==> config.mk <==
export PLATFORM = sky130hd
export DESIGN_NAME = tjbs_rsp_queue
export DESIGN_NICKNAME = d
export VERILOG_FILES = /design/src/rtl/tjbs_pkg.sv /design/src/rtl/tjbs_rsp_queue.sv
export SDC_FILE = /design/constraint.sdc
export NUM_CORES = 1
export LEC_CHECK = 0
export BUFFER_PORTS_ARGS = -buffer_cell sky130_fd_sc_hd__buf_2
export CORE_MARGIN = 3
export CORE_UTILIZATION = 40
export CTS_BUF_LIST = sky130_fd_sc_hd__clkbuf_8 sky130_fd_sc_hd__clkbuf_16
export DETAILED_ROUTE_END_ITERATION = 10
export PLACE_DENSITY_LB_ADDON = 0.3
export SLEW_MARGIN = 30
export SYNTH_ARGS = -nofsm -noshare
export SYNTH_HDL_FRONTEND = slang
export SYNTH_SLANG_ARGS = --single-unit
==> constraint.sdc <==
create_clock -name clock -period 11.5 [get_ports clock]
set_input_delay 0 -clock clock [delete_from_list [all_inputs] [get_ports clock]]
set_output_delay 0 -clock clock [all_outputs]
set_load 0.05 [all_outputs]
==> src/rtl/tjbs_pkg.sv <==
// Shared types and constants for the two-joint blend skinning block.
// Request, response and internal command formats. No dependencies.
`default_nettype none
package tjbs_pkg;

   // Widest joint number and blend fraction that any configuration uses
   localparam int JOINT_W_MAX = 8;
   localparam int FRAC_W_MAX  = 24;
   // Fraction bits of positions, normals and matrix elements
   localparam int POS_FRAC    = 16;

   // Request kind codes
   localparam logic [1:0] KIND_LOAD  = 2'd0;
   localparam logic [1:0] KIND_PIVOT = 2'd1;
   localparam logic [1:0] KIND_SKIN  = 2'd2;

   typedef enum logic [1:0] {
      OP_LOAD,
      OP_PIVOT,
      OP_SKIN
   } op_type;

   typedef struct packed {
      logic [1:0]         kind;
      logic [4:0]         joint_index;
      logic [1:0]         row_index;
      logic signed [31:0] val_x;
      logic signed [31:0] val_y;
      logic signed [31:0] val_z;
      logic signed [31:0] val_w;
      logic [20:0]        blend_weight;
      logic signed [31:0] norm_x;
      logic signed [31:0] norm_y;
      logic signed [31:0] norm_z;
   } req_type;

   typedef struct packed {
      logic signed [31:0] out_pos_x;
      logic signed [31:0] out_pos_y;
      logic signed [31:0] out_pos_z;
      logic signed [31:0] out_norm_x;
      logic signed [31:0] out_norm_y;
      logic signed [31:0] out_norm_z;
   } rsp_type;

   // Classified command handed from the front end to the engine
   typedef struct packed {
      op_type                  op;
      logic [JOINT_W_MAX-1:0]  j0;
      logic [JOINT_W_MAX-1:0]  j1;
      logic [FRAC_W_MAX-1:0]   t;
      logic [1:0]              row;
      logic signed [31:0]      val_x;
      logic signed [31:0]      val_y;
      logic signed [31:0]      val_z;
      logic signed [31:0]      val_w;
      logic signed [31:0]      norm_x;
      logic signed [31:0]      norm_y;
      logic signed [31:0]      norm_z;
   } cmd_type;

endpackage
`default_nettype wire

==> src/rtl/tjbs_rsp_queue.sv <==
// Two-entry response queue between the engine and the result port.
// Depends on tjbs_pkg.
`default_nettype none
module tjbs_rsp_queue
   import tjbs_pkg::*;
(
   input  wire logic    clock,
   input  wire logic    reset,
   input  wire logic    wr_en,
   input  wire rsp_type wr_data,
   output logic         full,
   output logic         empty,
   input  wire logic    pop,
   output rsp_type      rd_data
);

   rsp_type    q_ff [2];
   logic       wr_ptr_ff, rd_ptr_ff;
   logic [1:0] count_ff;
   logic       do_push, do_pop;

   assign full    = (count_ff == 2'd2);
   assign empty   = (count_ff == 2'd0);
   assign rd_data = q_ff[rd_ptr_ff];
   assign do_push = wr_en && !full;
   assign do_pop  = pop && !empty;

   always_ff @(posedge clock) begin
      if (reset) begin
         wr_ptr_ff <= 1'b0;
         rd_ptr_ff <= 1'b0;
         count_ff  <= 2'd0;
      end else begin
         wr_ptr_ff <= wr_ptr_ff ^ do_push;
         rd_ptr_ff <= rd_ptr_ff ^ do_pop;
         count_ff  <= count_ff + {1'b0, do_push} - {1'b0, do_pop};
      end
   end

   always_ff @(posedge clock) begin
      if (do_push) q_ff[wr_ptr_ff] <= wr_data;
   end

endmodule
`default_nettype wire
# After elaboration in Yosys (flattened, before gate mapping)
# Memories as Yosys holds them, arrays and structs flattened. A register that Yosys moved wholly into a read port is not among the register bits.
# Cells that the tools add are included.
totals:
  reg_bits: 4
  inputBits: 196
  memories: 1
  out_inout_bits: 194
  ram_bits: 384
  word_cells: 17
mem_list:
  columns: ["memory", "words", "word_bits", "read_ports", "rd_clocked_by_memory_dff", "wr", "line", "source"]
  rows:
  - ["q_ff", 2, 192, 1, 1, 1, "tjbs_rsp_queue.sv:17", "rsp_type q_ff [2];"]
classes:
  bitwise_logic: 2
  eq_ne: 1
  add_sub_neg: 2
  n_reduce_logical: 5
  muxes: 3
op_table:
  columns: ["op", "n"]
  rows:
  - ["1-bit 2-to-1 mux", 3]
  - ["2-bit by 1-bit adder with 2-bit output", 1]
  - ["2-bit == test (second input constant)", 1]
  - ["1-bit logical AND", 2]
  - ["1-bit logical NOT", 2]
  - ["2-bit logical NOT", 1]
  - ["2-bit by 1-bit subtractor with 2-bit output", 1]
  - ["1-bit bitwise XOR", 2]

# Depth between registers and ports, before layout
# Gate-level depths: netlist of run 1.
depth:
  depth_word: 5
  mapped_depth: 7
  ltp_nobuf: 7

# Worst setup path before layout of run 1
# Ideal clock, no wire load.
synth_path:
  path_type: "flip-flop to flip-flop"
  start: "reg count_ff[0]"
  end: "mem q_ff[1][0] in the netlist's numbering, enable pin"
  period_less_slack_ns: 5.651
  n_path_buf: 0
  path_stages_with_launch: 4
  setup_time_ns: 0.577
  required_time_ns: 10.923
  arrival_time_ns: 5.074
  slack_ns: 5.849
  cell_sequence: "dfxtp_1 -> nand2b_1 -> and2_1 -> ha_1"
synth_via:
  elab_chain_len: 5
synth_lines:
  columns: ["element", "line", "source"]
  rows:
  - ["from (decl)", "tjbs_rsp_queue.sv:19", "logic [1:0] count_ff;"]
  - ["from (signal assigned)", "tjbs_rsp_queue.sv:36", "count_ff <= count_ff + {1'b0, do_push} - {1'b0, do_pop};"]
  - ["2-bit == test", "tjbs_rsp_queue.sv:22", "assign full = (count_ff == 2'd2);"]
  - ["1-bit logical NOT", "tjbs_rsp_queue.sv:25", "assign do_push = wr_en && !full;"]
  - ["1-bit logical AND", "tjbs_rsp_queue.sv:25", null]
  - ["1-bit 2-to-1 mux", "tjbs_rsp_queue.sv:41", "if (do_push) q_ff[wr_ptr_ff] <= wr_data;"]
  - ["1-bit 2-to-1 mux (not written as such)", "tjbs_rsp_queue.sv:41", null]
  - ["to (decl)", "tjbs_rsp_queue.sv:17", null]
# Every way passes these cells.

==> impl_metrics.env, run 1 <==
export IMPL_cp_num_buf_inv=3
export IMPL_start_util_pct=40.7
export IMPL_wl_per_cell_microns=18.6
export IMPL_cts_buffers=41
export IMPL_placed_area_sq_um=17000
export IMPL_place_gp_congestion=0.726
export IMPL_drt_iter0_drc=356
export IMPL_cpMostUsedCell="buf_4"
export IMPL_dr_total_vias=8056
export IMPL_setup_viol=0
export IMPL_die_x_microns=197
export IMPL_die_area_sq_um=38600
export IMPL_synth_seq_cells=388
export IMPL_num_rows=69
export IMPL_leakage_nw=7.84
export IMPL_skew_ns=0.0149
export IMPL_tns_ns=0
export IMPL_grt_max_degree=73
export IMPL_syn_area_per_cell_sq_um=23.4
export IMPL_hold_viol_final=0
export IMPL_routed_wl_microns=32100
export IMPL_crit_path_start_kind="flop"
export IMPL_die_y_microns=197
export IMPL_core_area_sq_um=35700
export IMPL_yosys_warnings=0
export IMPL_maxCapViolCount=0
export IMPL_post_cts_setup_buffers=0
export IMPL_grt_pass1_vias=8578
export IMPL_cts_resized=0
export IMPL_portBuffers=389
export IMPL_drive_gt1_share_pct=51.5
export IMPL_slew_headroom_pct=37.6
export IMPL_dp_hpwl_microns=20800
export IMPL_ys_seq_area_share_pct=79.9
export IMPL_cts_tree="done"
export IMPL_cts_root_buf="clkbuf_16"
export IMPL_path_cells="buf_4 -> buf_4 -> mux2_2 -> buf_2"
export IMPL_clock_sinks=388
export IMPL_htree_levels=2
export IMPL_status="finished, final reports clean"
export IMPL_cp_top_family="buffers and inverters"
export IMPL_netlist_instances=621
export IMPL_grt_pass1_wl_microns=48700
export IMPL_viasPerCell=4.68
export IMPL_grt_use_total_pct=16.1
export IMPL_clk_latency_ns=0.53
export IMPL_clockBufferDepth=3
export IMPL_area_growth_pct=39.2
export IMPL_slowest_delay_ns=0.73
export IMPL_startpoint="rd_ptr_ff"
export IMPL_maxSlewViolCount=0
export IMPL_criticalPathCategory="reg2out"
export IMPL_pwr_density_cell_nw_per_um2=233
export IMPL_first_pass_iters=4
export IMPL_drtAntennaViolNets=0
export IMPL_peakVddDrop_uv=146
export IMPL_cp_end_kind="output port"
export IMPL_syn_cell_area_sq_um=14500
export IMPL_yosysUniqueCellTypes=15
export IMPL_cp_arrival_ns=3.46
export IMPL_fin_nets=1436
export IMPL_worst_slew_pin_slew_ns=0.936
export IMPL_critPathMaxFanout=51
export IMPL_grt_overflow_total=0
export IMPL_syn_num_nets=821
export IMPL_required_ns=11.50
export IMPL_rsz0062_at_grt="false"
export IMPL_fin_area_sq_um=20200
export IMPL_drc=0
export IMPL_fin_crit_sh_pct=30.1
export IMPL_fin_crit_ns=3.46
export IMPL_antenna_cells=0
export IMPL_grt_antenna_before_repair=1
export IMPL_hold_path_startpoint="wr_en"
export IMPL_r2r_start="count_ff[0]"
export IMPL_fmax_ghz=0.289
export IMPL_clkTransAtPathRegs_ns=0.06
export IMPL_min_path_type="in2reg"
export IMPL_io_pins=390
export IMPL_cp_slowest_cell="dfxtp_4"
[what timing repair did]
action,in CTS,in global routing
hold buffers,195,0
endpoints found under the hold margin,388,0
endpoints found under the setup margin,0,0
[where the power goes]
group          total (W)  internal (W)  switching, W
logic            0.00161      0.000497       0.00111
registers        0.00186       0.00180     0.0000635
clock network    0.00125      0.000750      0.000500
[cells by family after synthesis]
logic type      after synthesis  share of synthesized area (%)
compound gates                1                         0.0517
xor+xnor                      1                          0.155
fa+ha+maj                     4                          0.345
buf+inv                      25                           1.65
flops                       388                           79.9
mux                         193                           17.5
simple gates                  9                          0.302
[per-layer routing]
layer / up-vias / part of all wire (%) / track usage [%] / routed length [microns]
li1: 3707 / - / - / -
met1: 3961 / 41 / 20.5 / 13100
met2: 328 / 49 / 26.9 / 15600
met3: 60 / 8.1 / 5.06 / 2590
met4: 0 / 2.4 / 4.67 / 786
met5: - / 0 / 0 / 0
[state kept, by name, summed over array words and instances, names as in the netlist]
signal and flops:
count_ff 2, q_ff 384, rd_ptr_ff 1, wr_ptr_ff 1
[synthesized netlist by cell type]
cell type,instances,area [sq um]
nand2b_1,1,6.26
and2_1,1,6.26
ha_1,4,50.1
buf_2,3,15.0
o21a_1,1,7.51
buf_6,19,214
mux2_4,100,1500
mux2_2,93,1050
dfxtp_1,4,80.1
xnor3_1,1,22.5
edfxtp_1,384,11500
nand2_1,1,3.75
nor2_1,4,15.0
nor2b_1,2,12.5
inv_1,3,11.3
[worst paths after layout]
check        cells past startpoint  slack [ns]           end
max                              4        8.04  rd_data[163]
min                              5        0.08   count_ff[1]
max reg2reg                      4        8.67  q_ff[0][105]
min reg2reg                      2        0.71   count_ff[1]
[stage by stage]
stage,std cells,utilization [%],hold slack (ns),worst slack [ns],power (W)
2_1_floorplan,621,-,0.0667,5.85,0.00316
3_3_place_gp,1456,47.4,0.187,8.47,0.00343
3_5_place_dp,1459,47.6,0.191,8.50,0.00345
4_1_cts,1722,56.7,0.0487,7.92,0.00477
5_1_grt,1722,56.7,0.0830,7.82,0.00490
6_report,1722,56.7,0.0805,8.04,0.00472
[cells in the final DEF, fill, tap and decap left out]
cell	instances
dfxtp_4	1
dfxtp_1	3
nor2b_1	2
and2_1	1
clkbuf_16	43
inv_1	12
buf_12	1
mux2_2	93
nand2b_1	1
clkinv_1	4
edfxtp_1	384
inv_6	1
nand2_1	1
buf_6	1
nor2_1	4
ha_1	2
buf_4	6
o21a_1	1
xnor3_1	1
mux2_4	100
clkinv_2	5
clkinvlp_4	1
buf_16	2
dlygate4sd3_1	195
ha_4	2
buf_2	389
bufinv_16	3
clkbuf_8	2
[area by class of cell]
type	instances	area, sq um
Tap cell	461	577
Fill cell	2692	15400
Clock inverter	23	180
Timing Repair Buffer	594	4030
Multi-Input combinational cell	208	2700
Sequential cell	388	11600
Inverter	3	11.3
Clock buffer	45	1100
[worst register-to-register path, delay by kind of cell, from the launching register on]
family	cells	cell delay (ns)
buffers and inverters	1	0.86
adder cells (fa/ha/maj)	1	0.70
AND/OR/NAND/NOR	2	0.42
flip-flops	1	0.39
Note: power is estimated with default switching activity, not from simulation.
==> inputs of run 2 (changes only) <==
- clock period: 11.5 -> 2.79 ns (I/O delays scaled with it)
==> impl_metrics.env, run 2 (same netlist as run 1, synthesis figures left out) <==
export IMPL_status="finished, final reports clean"
export IMPL_cp_top_family="flip-flops"
export IMPL_criticalPathCategory="reg2out"
export IMPL_dp_hpwl_microns=20400
export IMPL_fill_cells=2679
export IMPL_required_ns=2.79
export IMPL_cts_root_buf="clkbuf_16"
export IMPL_maxCapViolCount=0
export IMPL_worst_slew_pin_slew_ns=0.518
export IMPL_fin_crit_ns=2.20
export IMPL_r2r_slack_ns=0.84
export IMPL_hold_slack_ns=0.113
export IMPL_grt_antenna_before_repair=3
export IMPL_cp_arrival_ns=2.20
export IMPL_fin_nets=1446
export IMPL_fmax_ghz=0.455
export IMPL_tns_ns=0
export IMPL_cts_buffers=40
export IMPL_min_path_type="in2reg"
export IMPL_setup_viol=0
export IMPL_slowest_delay_ns=0.67
export IMPL_io_pins=390
export IMPL_regMostFlops="q_ff"
export IMPL_grt_max_degree=68
export IMPL_num_rows=69
export IMPL_mostFrequentLayoutCells="buf_2, edfxtp_1, dlygate4sd3_1"
export IMPL_wl_per_cell_microns=18.6
export IMPL_core_area_sq_um=35700
export IMPL_die_x_microns=197
export IMPL_clockBufferDepth=3
export IMPL_area_growth_pct=39.5
export IMPL_post_cts_setup_buffers=0
export IMPL_routed_wl_microns=32300
export IMPL_cts_resized=0
export IMPL_skew_ns=0.0104
export IMPL_start_util_pct=40.7
export IMPL_drtAntennaViolNets=0
export IMPL_critPathMaxFanout=37
export IMPL_crit_path_start_kind="flop"
export IMPL_grt_pass1_vias=8652
export IMPL_grt_use_total_pct=16.1
export IMPL_maxSlewViolCount=0
export IMPL_cts_tree="done"
export IMPL_clkTransAtPathRegs_ns=0.06
export IMPL_clk_latency_ns=0.53
export IMPL_fin_crit_sh_pct=78.9
export IMPL_grt_pass1_wl_microns=48100
export IMPL_dr_total_vias=8123
export IMPL_cp_end_kind="output port"
export IMPL_largestRegisters="q_ff x384, count_ff x2"
export IMPL_clock_sinks=388
export IMPL_drt_iter0_drc=286
export IMPL_slew_headroom_pct=65.4
export IMPL_hold_viol_final=0
export IMPL_rsz0062_at_grt="false"
export IMPL_path_cells="buf_12 -> mux2_2 -> buf_2"
export IMPL_place_gp_congestion=0.762
export IMPL_drc=0
export IMPL_leakage_nw=7.86
export IMPL_largest_reg_flops=384
export IMPL_pwr_density_cell_nw_per_um2=950
export IMPL_grt_overflow_total=0
export IMPL_dp_cells=1470
export IMPL_die_y_microns=197
export IMPL_portBuffers=389
export IMPL_cp_slowest_cell="dfxtp_4"
export IMPL_viasPerCell=4.68
export IMPL_cp_num_buf_inv=2
export IMPL_first_pass_iters=4
export IMPL_final_common_cell="buf_2"
export IMPL_post_route_util_pct=56.8
export IMPL_peakVddDrop_uv=741
export IMPL_final_cells=1736
export IMPL_drive_gt1_share_pct=51.4
export IMPL_die_area_sq_um=38600
export IMPL_htree_levels=2
[run 2: changes by cell type in the layout (fill, tap and decap cells not counted), sizes merged]
| cell | change |
|---|---|
| clkinv | +5 |
| bufinv | -2 |
| clkbuf | -3 |
| buf | +11 |
| diode | +3 |
[run 2: layout make-up]
cell class	instances	area (sq um)	area share, %
flip-flops and latches	388	11600	57.3
repair buffers	605	4160	20.5
clock inverters	26	148	0.729
clock buffers	42	1050	5.19
inverters	3	11.3	0.0556
diodes	3	7.51	0.0370
multi-input cells	208	2700	13.3
well taps	461	577	2.85
[run 2: final timing paths]
| check | startpoint | endpoint | cells after the start |
|---|---|---|---|
| min reg2reg | count_ff[0] | count_ff[0] | 2 |
| max | rd_ptr_ff | rd_data[163] | 3 |
| min | wr_en | count_ff[1] | 5 |
| max reg2reg | count_ff[0] | q_ff[0][97] | 4 |
[run 2: tightest hold or removal path, stage by stage]
cell and delay, ns:
buf_2 0.11, nand2_1 0.06, ha_1 0.16, xnor3_1 0.21, nor2_1 0.05
[run 2: power breakdown]
| group | leakage [nW] | switching, W | internal (W) |
|---|---|---|---|
| registers | 3.62 | 0.000243 | 0.00739 |
| clock network | 0.620 | 0.00204 | 0.00279 |
| logic | 3.62 | 0.00465 | 0.00213 |
[run 2: timing repair]
item | in CTS | in global routing
hold buffers | 195 | 0
endpoints found under the hold margin | 388 | 0
endpoints found under the setup margin | 0 | 0
[run 2: layer usage]
| metal | up-vias | track usage [%] | wire [microns] |
|---|---|---|---|
| met2 | 329 | 28.1 | 16200 |
| li1 | 3733 | - | - |
| met3 | 50 | 4.68 | 2400 |
| met4 | 0 | 5.33 | 762 |
| met5 | - | 0 | 0 |
| met1 | 4011 | 19.2 | 12900 |
[run 2: stage by stage]
step | cell area [sq um] | worst slack (ns) | total power, W
final | 20300 | 0.590 | 0.0193
after global routing | 20300 | 0.472 | 0.0200
after CTS | 20300 | 0.515 | 0.0195
after detailed placement | 17100 | 0.813 | 0.0143
after global placement | 17100 | 0.861 | 0.0143
after floorplan | 14500 | -0.763 | 0.0129
