--- src/rtl/tjbs_pkg.sv ---
// Shared types and constants for the two-joint blend skinning block.
// Request, response and internal command formats. No dependencies.
`default_nettype none
package tjbs_pkg;

   // Widest joint number and blend fraction that any configuration uses
   localparam int JOINT_W_MAX = 8;
   localparam int FRAC_W_MAX  = 24;
   // Fraction bits of positions, normals and matrix elements
   localparam int POS_FRAC    = 16;

   // Request kind codes
   localparam logic [1:0] KIND_LOAD  = 2'd0;
   localparam logic [1:0] KIND_PIVOT = 2'd1;
   localparam logic [1:0] KIND_SKIN  = 2'd2;

   typedef enum logic [1:0] {
      OP_LOAD,
      OP_PIVOT,
      OP_SKIN
   } op_type;

   typedef struct packed {
      logic [1:0]         kind;
      logic [4:0]         joint_index;
      logic [1:0]         row_index;
      logic signed [31:0] val_x;
      logic signed [31:0] val_y;
      logic signed [31:0] val_z;
      logic signed [31:0] val_w;
      logic [20:0]        blend_weight;
      logic signed [31:0] norm_x;
      logic signed [31:0] norm_y;
      logic signed [31:0] norm_z;
   } req_type;

   typedef struct packed {
      logic signed [31:0] out_pos_x;
      logic signed [31:0] out_pos_y;
      logic signed [31:0] out_pos_z;
      logic signed [31:0] out_norm_x;
      logic signed [31:0] out_norm_y;
      logic signed [31:0] out_norm_z;
   } rsp_type;

   // Classified command handed from the front end to the engine
   typedef struct packed {
      op_type                  op;
      logic [JOINT_W_MAX-1:0]  j0;
      logic [JOINT_W_MAX-1:0]  j1;
      logic [FRAC_W_MAX-1:0]   t;
      logic [1:0]              row;
      logic signed [31:0]      val_x;
      logic signed [31:0]      val_y;
      logic signed [31:0]      val_z;
      logic signed [31:0]      val_w;
      logic signed [31:0]      norm_x;
      logic signed [31:0]      norm_y;
      logic signed [31:0]      norm_z;
   } cmd_type;

endpackage
`default_nettype wire

--- src/rtl/tjbs_front.sv ---
// Front end: decodes requests into commands and queues them (two entries).
// Depends on tjbs_pkg.
`default_nettype none
module tjbs_front
   import tjbs_pkg::*;
#(
   parameter int JOINTS    = 32,
   parameter int FRAC_BITS = 16
) (
   input  wire logic    clock,
   input  wire logic    reset,
   input  wire logic    push,
   output logic         full,
   input  wire req_type req_data,
   output logic         cmd_valid,
   input  wire logic    cmd_pop,
   output cmd_type      cmd_data
);

   localparam logic [FRAC_W_MAX-1:0] TMASK =
      FRAC_W_MAX'((25'd1 << FRAC_BITS) - 25'd1);
   localparam logic [FRAC_W_MAX-1:0] LAST_J = FRAC_W_MAX'(JOINTS - 1);

   cmd_type                 q_ff [2];
   logic                    wr_ptr_ff, wr_ptr_in;
   logic                    rd_ptr_ff, rd_ptr_in;
   logic [1:0]              count_ff, count_in;
   cmd_type                 cmd;
   logic                    keep;
   logic                    in_range;
   logic [FRAC_W_MAX-1:0]   w24, k0w, k1w;
   logic                    do_push, do_pop;

   // Classify: joint clamp and blend fraction for skins, range check for writes
   always_comb begin
      w24      = {3'b000, req_data.blend_weight};
      k0w      = w24 >> FRAC_BITS;
      k1w      = k0w + FRAC_W_MAX'(1);
      if (k0w > LAST_J) k0w = LAST_J;
      if (k1w > LAST_J) k1w = LAST_J;
      in_range = {4'b0000, req_data.joint_index} < 9'(JOINTS);
      cmd.row    = req_data.row_index;
      cmd.val_x  = req_data.val_x;
      cmd.val_y  = req_data.val_y;
      cmd.val_z  = req_data.val_z;
      cmd.val_w  = req_data.val_w;
      cmd.norm_x = req_data.norm_x;
      cmd.norm_y = req_data.norm_y;
      cmd.norm_z = req_data.norm_z;
      cmd.j0     = {3'b000, req_data.joint_index};
      cmd.j1     = {3'b000, req_data.joint_index};
      cmd.t      = '0;
      cmd.op     = OP_LOAD;
      keep       = 1'b0;
      unique case (req_data.kind)
         KIND_LOAD: begin
            keep = in_range;
         end
         KIND_PIVOT: begin
            cmd.op = OP_PIVOT;
            keep   = in_range;
         end
         KIND_SKIN: begin
            cmd.op = OP_SKIN;
            cmd.j0 = k0w[JOINT_W_MAX-1:0];
            cmd.j1 = k1w[JOINT_W_MAX-1:0];
            cmd.t  = w24 & TMASK;
            keep   = 1'b1;
         end
         default: begin
            keep = 1'b0;
         end
      endcase
   end

   // Command queue
   assign full      = (count_ff == 2'd2);
   assign cmd_valid = (count_ff != 2'd0);
   assign cmd_data  = q_ff[rd_ptr_ff];
   assign do_push   = push && !full && keep;
   assign do_pop    = cmd_pop && cmd_valid;

   always_comb begin
      wr_ptr_in = wr_ptr_ff ^ do_push;
      rd_ptr_in = rd_ptr_ff ^ do_pop;
      count_in  = count_ff + {1'b0, do_push} - {1'b0, do_pop};
   end

   always_ff @(posedge clock) begin
      if (reset) begin
         wr_ptr_ff <= 1'b0;
         rd_ptr_ff <= 1'b0;
         count_ff  <= 2'd0;
      end else begin
         wr_ptr_ff <= wr_ptr_in;
         rd_ptr_ff <= rd_ptr_in;
         count_ff  <= count_in;
      end
   end

   always_ff @(posedge clock) begin
      if (do_push) begin
         q_ff[wr_ptr_ff] <= cmd;
      end
   end

endmodule
`default_nettype wire

--- config.mk ---
export PLATFORM = sky130hd
export DESIGN_NAME = tjbs_front
export DESIGN_NICKNAME = d
export VERILOG_FILES = /design/src/rtl/tjbs_pkg.sv /design/src/rtl/tjbs_front.sv
export SDC_FILE = /design/constraint.sdc
export NUM_CORES = 1
export LEC_CHECK = 0
export ABC_AREA = 1
export ABC_CLOCK_PERIOD_IN_PS = 8530
export BUFFER_PORTS_ARGS = -buffer_cell sky130_fd_sc_hd__buf_2
export CAP_MARGIN = 20
export CORE_MARGIN = 10
export CORE_UTILIZATION = 30
export DETAILED_ROUTE_END_ITERATION = 6
export PLACE_DENSITY = 0.62
export SLEW_MARGIN = 20
export SYNTH_ARGS = -nofsm -noshare
export SYNTH_HDL_FRONTEND = slang
export SYNTH_SLANG_ARGS = --single-unit
--- constraint.sdc ---
create_clock -name clock -period 8.53 [get_ports clock]
set_clock_uncertainty 0.2 [all_clocks]
set_input_delay 1.706 -clock clock [delete_from_list [all_inputs] [get_ports clock]]
set_output_delay 1.706 -clock clock [all_outputs]
set_load 0.02 [all_outputs]
# Word level (Yosys, flattened, before mapping)
# Memories as Yosys holds them, arrays and structs flattened. A register that Yosys moved wholly into a read port is not among the register bits.
# Cells that the tools add are included.
# Widths: inputs -> output; s select.
[totals]
reg_bits = 4
ram_bits = 530
out_inout_bits = 270
n_memories = 1
[memory_table]
columns = ["name", "words", "word_bits", "read_ports", "rd_clocked_by_memory_dff", "write_ports", "line_no", "rtl"]
rows = [
  ["q_ff", 2, 265, 1, 1, 1, "tjbs_front.sv:24", "cmd_type q_ff [2];"],
]
[op_classes]
reduce_logical = 7
order_cmp = 2
bitwise_logic = 2
n_eq_ne = 3
n_addsub = 3
mux = 8
[ops]
columns = ["cell", "n"]
rows = [
  ["$mux 37", 1],
  ["$add 5x1->6 const B", 1],
  ["$gt 6x5->1 const B", 1],
  ["$mux 6", 1],
  ["$gt 5x5->1 const B", 1],
  ["$mux 5", 1],
  ["$eq 2x2->1 const B", 2],
  ["$mux 1", 4],
  ["$pmux 2 s2", 1],
  ["$logic_and 1x1->1", 3],
  ["$reduce_or 3->1", 1],
  ["$add 2x1->2", 1],
  ["$eq 2x1->1 const B", 1],
  ["$logic_not 2->1", 1],
  ["$reduce_bool 2->1", 1],
  ["$sub 2x1->2", 1],
  ["$xor 1x1->1", 2],
  ["$logic_not 1->1", 1],
]

# Longest topological paths before layout
# Gate-level depths: netlist (run 1).
[depth]
word_depth = 6
depth_mapped = 12

# Least setup slack after synthesis (run 1)
# OpenSTA, ideal clock, no wires.
[synth_path]
kind = "input to register"
startpoint = "input req_data[253] (netlist bit)"
endpoint = "memory q_ff[1][0] (netlist bit) (enable)"
cell_stages = 4
t_arrival_ns = 7.834
path_slack_ns = -0.154
setup_ns = 0.650
n_path_buf = 0
cell_sequence = "nand2_1 -> nand2_1 -> nor2_1 -> ha_1"
[synth_via]
elab_chain_len = 6
[synth_lines]
columns = ["item", "line_no", "rtl"]
rows = [
  ["from (decl)", "tjbs_front.sv:14", "input wire req_type req_data,"],
  ["$eq 2x2->1 (tied with other cells)", "tjbs_front.sv:55", "unique case (req_data.kind)"],
  ["$reduce_or 3->1 (no source line) (*)", "--", ""],
  ["$mux 1 (*)", "tjbs_front.sv:55", ""],
  ["$logic_and 1x1->1 (*)", "tjbs_front.sv:80", "assign do_push = push && !full && keep;"],
  ["$mux 1 (*)", "tjbs_front.sv:102", "if (do_push) begin"],
  ["$mux 1 (not written as such) (*)", "tjbs_front.sv:103", "q_ff[wr_ptr_ff] <= cmd;"],
  ["to (decl)", "tjbs_front.sv:24", ""],
]
# Mark *: on every way between the ends. The rest lies on a longest branch, timed or not.

==> flow_metrics.py, run 1 <==
metrics = {
    "run_status": {
        "status": "finished, final reports clean",
    },
    "clock_tree": {
        "post_cts_buffers": 0,
        "cts_tree": "yes",
        "cts_max_level": 2,
        "cts_hold_buf": 0,
        "cts.sink_count": 514,
        "cts.path.max_buffers": 3,
        "clk_pin_slew_ns": 0.06,
        "clk-insertion-delay-late_ns": 0.58,
        "clockRootBuffer": "clkbuf_16",
        "cts_buffers": 55,
        "cts_resized": 0,
    },
    "layout": {
        "regArea_um2": 15400,
        "multi_input_area_um2": 4180,
        "nets": 1735,
        "postLayoutCoreUtil_pct": 38.3,
        "diodes": 0,
        "fill_cells": 6102,
        "syn_to_final_growth_pct": 25.9,
        "drive_gt1_share_pct": 56.7,
    },
    "routing": {
        "wl_met2_mm": 23.6,
        "wl_met3_mm": 4.25,
        "antenna_left": 0,
        "met1Wirelength_mm": 18.0,
        "first_pass_iters": 5,
        "wirelength_mm": 46.9,
        "first_iter_violations": 615,
        "num_vias": 10100,
        "top_layer": "met5",
        "viasPerCell": 4.24,
        "routedWlPerCell_um": 19.7,
        "drc": 0,
    },
    "synth": {
        "syn_inst": 924,
        "ys_types": 21,
        "ys_seq_area_share_pct": 76.6,
        "synth-seq-cells": 514,
        "syn_area_um2": 20100,
        "syn_area_per_cell_um2": 21.7,
        "ys.warnings.count": 0,
    },
    "setup_path": {
        "crit_path_top_delay_cell": "dfxtp_4",
        "critPathMaxFanout": 118,
        "worst_setup_path_end_kind": "output port",
        "start_kind": "flop",
        "slowest_delay_ns": 0.69,
        "cp_cell_sequence": "buf_12 -> mux2_2 -> buf_2",
        "critPathKind": "flop to output port",
        "arrival_ns": 2.79,
        "worstPathRequired_ns": 6.62,
    },
    "hold_path": {
        "worstHoldPathType": "flop to flop",
    },
    "placement": {
        "dp_hpwl_mm": 32.3,
        "io_buffers": 514,
        "pre_cts_slack_ns": 4.01,
        "routabilityCongestion": 0.750,
    },
    "timing": {
        "finalCriticalPeriod_ns": 4.70,
        "setup_viol": 0,
        "rsz0062_at_grt": "false",
        "max_freq_mhz": 213,
        "hold_violations": 0,
        "fin_crit_sh_pct": 55.1,
        "max-slew-margin-rel_pct": 25.4,
        "fin_setup_tns_ns": 0,
        "tightest_slew_ns": 1.12,
        "finalWorstSetupSlack_ns": 3.83,
        "slew_viol_final": 0,
    },
    "grt": {
        "grt_pass1_vias": 10900,
        "track_usage_pct": 11.4,
        "grt_max_degree": 140,
        "grt_antenna_before_repair": 7,
        "overflow": 0,
        "grt_pass1_wl_mm": 68.7,
    },
    "power": {
        "vdd_ir_drop_max_mv": 0.250,
        "power.leakage_nw": 9.88,
        "p_total_mw": 7.66,
        "power_density_nw_per_um2": 303,
    },
    "die": {
        "die_width_um": 279,
        "die_height_um": 279,
        "io_pins": 528,
        "rows": 94,
        "die_area_um2": 77700,
        "coreArea_um2": 66100,
        "initial_core_util_pct": 30.4,
    },
    "job": {
        "max_cap_violations": 0,
    },
}
[Yosys cell counts, drive strengths merged]
library cell / number / area, µm²
o21a: 1 / 7.51
edfxtp: 510 / 15300
o21bai: 2 / 15.0
nand3: 4 / 20.0
inv: 31 / 116
conb: 1 / 3.75
ha: 6 / 75.1
buf: 43 / 467
clkinv: 1 / 3.75
clkbuf: 1 / 3.75
o21ai: 5 / 25.0
nand2: 32 / 120
a21oi: 1 / 5.00
dfxtp: 4 / 80.1
mux2: 255 / 3730
nor2: 27 / 101
[flip-flops by register name, summed over array words and instances (netlist names)]
name / cells
count_ff: 2
rd_ptr_ff: 1
wr_ptr_ff: 1
q_ff: 510
[cells by family (layout without fill, tap and decap cells)]
kind of cell	count (synthesis)	count (layout)	share of synthesized area, %
AO/OA/AOI/OAI	9	9	0.262
adder cells (fa/ha/maj)	6	6	0.374
buffers and inverters	76	655	2.94
flip-flops	514	514	76.6
multiplexers	255	255	18.6
other	1	15	0.0187
AND/OR/NAND/NOR	63	63	1.20
[final cells by class]
type                            instances  area share (%)
Sequential cell                       514            60.9
Multi-Input combinational cell        348            16.5
Timing Repair Buffer                  520            10.5
Clock buffer                           65            5.76
Tap cell                              864            4.27
Clock inverter                         38            1.56
Inverter                               32           0.475
[critical path: cells and delay by family, from the launching register on]
kind     cells  cell delay, ns
buf+inv      2            0.73
flops        1            0.69
mux          1            0.42
[placed cells by master (no fill, tap or decap)]
cell          n
clkinv_1     14
edfxtp_1    510
clkbuf_1      8
buf_4         2
nor2_1       27
inv_6         1
inv_1        31
conb_1       15
dfxtp_1       3
clkbuf_16    57
nand3_1       4
buf_2       514
inv_8         1
clkinv_4      1
dfxtp_4       1
mux2_4      228
o21ai_0       5
clkinvlp_4    3
clkinv_2     11
ha_1          4
ha_4          2
buf_12        4
nand2_1      32
o21bai_1      2
o21a_1        1
a21oi_1       1
bufinv_16     8
mux2_2       27
[worst paths after layout]
kind / start / to / slack [ns] / cells past startpoint
hold / removal: count_ff[1] / count_ff[1] / 0.42 / 3
setup reg to reg: count_ff[1] / q_ff[1][158] / 5.47 / 5
setup / recovery: rd_ptr_ff / cmd_data[9] / 3.83 / 3
hold reg to reg: count_ff[1] / count_ff[1] / 0.42 / 3
[power breakdown]
part           switching (mW)  internal (mW)  total, mW
combinational            1.16          0.860       2.02
sequential             0.0884           3.14       3.23
clock                   0.954           1.46       2.41
total                    2.21           5.46       7.66
[metal layers]
| metal | global-route usage, % | vias to the layer above |
|---|---|---|
| li1 | - | 4639 |
| met2 | 19.8 | 382 |
| met3 | 4.40 | 71 |
| met5 | 0 | - |
| met1 | 13.0 | 5004 |
| met4 | 3.33 | 10 |
[metrics by stage]
stage,hold slack [ns],area [µm²],std cells
2_1_floorplan,0.330,20100,938
3_3_place_gp,0.358,23400,2278
3_5_place_dp,0.419,23400,2278
4_1_cts,0.427,25300,2381
5_1_grt,0.474,25300,2381
6_report,0.419,25300,2381
Note: power is estimated with default switching activity, not from simulation.
==> run 2: changes to the inputs <==
- ABC_AREA: 1 -> 0
- ABC_CLOCK_PERIOD_IN_PS: 8530 -> 4800
- PLACE_DENSITY: 0.62 -> 0.61
- clock period: 8.53 -> 4.8 ns (I/O delays scaled with it)
==> flow_metrics.py, run 2 <==
metrics = {
    "power": {
        "p_clk_share_pct": 28.9,
        "p_total_mw": 13.6,
        "vdd_ir_drop_max_mv": 0.444,
        "switching_share_pct": 30.7,
        "p_sw_mw": 4.19,
        "p_int_mw": 9.44,
        "p_comb_share_pct": 28.5,
        "power_density_nw_per_um2": 558,
        "pwr-share-seq_pct": 42.6,
        "power.leakage_nw": 8.99,
    },
    "layout": {
        "top_regs": "q_ff x510, count_ff x2",
        "nets": 1712,
        "largest_reg_flops": 510,
        "drive_gt1_share_pct": 58.1,
        "postLayoutCoreUtil_pct": 38.7,
        "final_cells": 2343,
        "final_cell_mix": "buf_2, edfxtp_1, mux2_2",
        "syn_to_final_growth_pct": 27.6,
        "regMostFlops": "q_ff",
        "mostFrequentLayoutCell": "buf_2",
    },
    "synth": {
        "synth.area.top_cells": "edfxtp_1, mux2_2, buf_6, buf_4, and2_1",
        "synth_top_area_cell": "edfxtp_1",
        "synth-main-ff-cell": "edfxtp_1",
        "ys_top_cells_by_count": "edfxtp_1, mux2_2, buf_6",
        "syn_inst": 885,
        "synth_edf_count": 510,
        "ys_types": 28,
        "yosysTopAreaCellShare_pct": 80.1,
        "synth-seq-cells": 514,
        "syn_area_um2": 19100,
        "ys.warnings.count": 0,
        "synth.most_common_cell": "edfxtp_1",
        "ys_async_sr_fraction_pct": 0,
        "ys_seq_area_share_pct": 80.5,
        "syn_area_per_cell_um2": 21.6,
    },
    "clock_tree": {
        "post_cts_buffers": 0,
        "cts_tree": "yes",
        "cts_hold_buf": 0,
        "clk_pin_slew_ns": 0.05,
        "cts.sink_count": 514,
        "cts_max_level": 2,
        "clockRootBuffer": "clkbuf_16",
        "cts_resized": 0,
        "cts_buffers": 54,
        "clk-insertion-delay-late_ns": 0.57,
        "cts.path.max_buffers": 3,
    },
    "setup_path": {
        "r2r_slack_ns": 2.25,
        "arrival_ns": 2.51,
        "worst_setup_path_end_kind": "output port",
        "worstPathRequired_ns": 3.64,
        "critPathMaxFanout": 88,
        "start_kind": "flop",
        "reg2reg_from": "count_ff[0]",
        "critPathKind": "flop to output port",
        "critical_path.startpoint": "rd_ptr_ff",
    },
    "routing": {
        "first_pass_iters": 4,
        "viasPerCell": 4.29,
        "first_iter_violations": 641,
        "drc": 0,
        "antenna_left": 0,
        "wirelength_mm": 47.8,
        "routedWlPerCell_um": 20.4,
        "num_vias": 10100,
    },
    "timing": {
        "max_freq_mhz": 272,
        "max-slew-margin-rel_pct": 56.3,
        "finalCriticalPeriod_ns": 3.67,
        "slew_viol_final": 0,
        "tightest_slew_ns": 0.656,
        "hold_violations": 0,
        "fin_crit_sh_pct": 76.5,
        "rsz0062_at_grt": "false",
        "setup_viol": 0,
        "finalWorstSetupSlack_ns": 1.13,
    },
    "die": {
        "die_width_um": 272,
        "die_height_um": 272,
        "io_pins": 528,
        "initial_core_util_pct": 30.3,
        "die_area_um2": 74200,
        "coreArea_um2": 63100,
        "rows": 92,
    },
    "hold_path": {
        "min_from": "count_ff[1]",
        "worstHoldPathType": "flop to flop",
    },
    "grt": {
        "overflow": 0,
        "grt_pass1_vias": 10900,
        "grt_antenna_before_repair": 6,
        "grt_pass1_wl_mm": 69.1,
        "grt_max_degree": 97,
        "track_usage_pct": 12.1,
    },
    "placement": {
        "io_buffers": 514,
        "routabilityCongestion": 0.777,
        "dp_cells": 2238,
        "pre_cts_slack_ns": 1.63,
        "dp_hpwl_mm": 34.2,
    },
    "run_status": {
        "status": "finished, final reports clean",
    },
    "job": {
        "max_cap_violations": 0,
    },
}
run 2: cell types whose count changed after synthesis, moves of 3 or more:
cell     change
and2_1      +17
buf_6       +12
buf_8       -11
inv_1       -27
mux2_2     +228
mux2_4     -228
nand2_1     -16
nor2_1      -24
nor2b_1      +3
run 2: cell families (layout without fill, tap and decap cells):
kind of cell             after synthesis  after routing  synth area share (%)
multiplexers                         255            255                  15.0
other                                  1             19                0.0196
XOR/XNOR                               3              3                 0.137
flip-flops                           514            514                  80.5
AND/OR/NAND/NOR                       48             48                  1.31
AO/OA/AOI/OAI                          9              9                 0.288
buffers and inverters                 49            643                  2.33
adder cells (fa/ha/maj)                6              6                 0.393
run 2: path summary, 6_finish.rpt:
| path | endpoint | cells after the start |
|---|---|---|
| min | count_ff[1] | 2 |
| max reg2reg | q_ff[1][200] | 5 |
| max | cmd_data[188] | 3 |
| min reg2reg | count_ff[1] | 2 |
run 2: power by group through the flow:
stage                     clock, mW  combinational, mW  sequential [mW]
after floorplan                   0               2.68             5.88
after global placement            0               3.94             5.87
after detailed placement          0               3.95             5.90
after CTS                      4.09               3.97             5.81
after global routing           4.26               4.15             5.85
final                          3.94               3.88             5.80
run 2: per-layer routing:
metal / wire (µm) / track usage [%] / up-vias
li1: - / - / 4605
met1: 19100 / 14.1 / 4985
met2: 23500 / 20.6 / 398
met4: 932 / 3.68 / 2
met3: 4200 / 4.57 / 62
met5: 8 / 0 / -
run 2: critical path: stages, from the launching register on:
cell	delay [ns]
dfxtp_4	0.74
buf_12	0.44
mux2_2	0.42
buf_2	0.16
run 2: area by class of cell:
type / instances / area [µm²]
fillers: 5905 / 38700
flip-flops and latches: 514 / 15400
multi-input cells: 336 / 3360
repair buffers: 537 / 2860
clock buffers: 77 / 1530
well taps: 846 / 1060
clock inverters: 24 / 158
inverters: 5 / 18.8
diodes: 4 / 10.0
run 2: per-stage QoR:
stage / cell area [µm²] / TNS (ns) / hold WS (ns)
6_report: 24400 / 0 / 0.343
2_1_floorplan: 19200 / -149.89 / 0.301
4_1_cts: 24400 / 0 / 0.307
5_1_grt: 24400 / 0 / 0.320
3_5_place_dp: 22700 / 0 / 0.339
3_3_place_gp: 22700 / 0 / 0.313
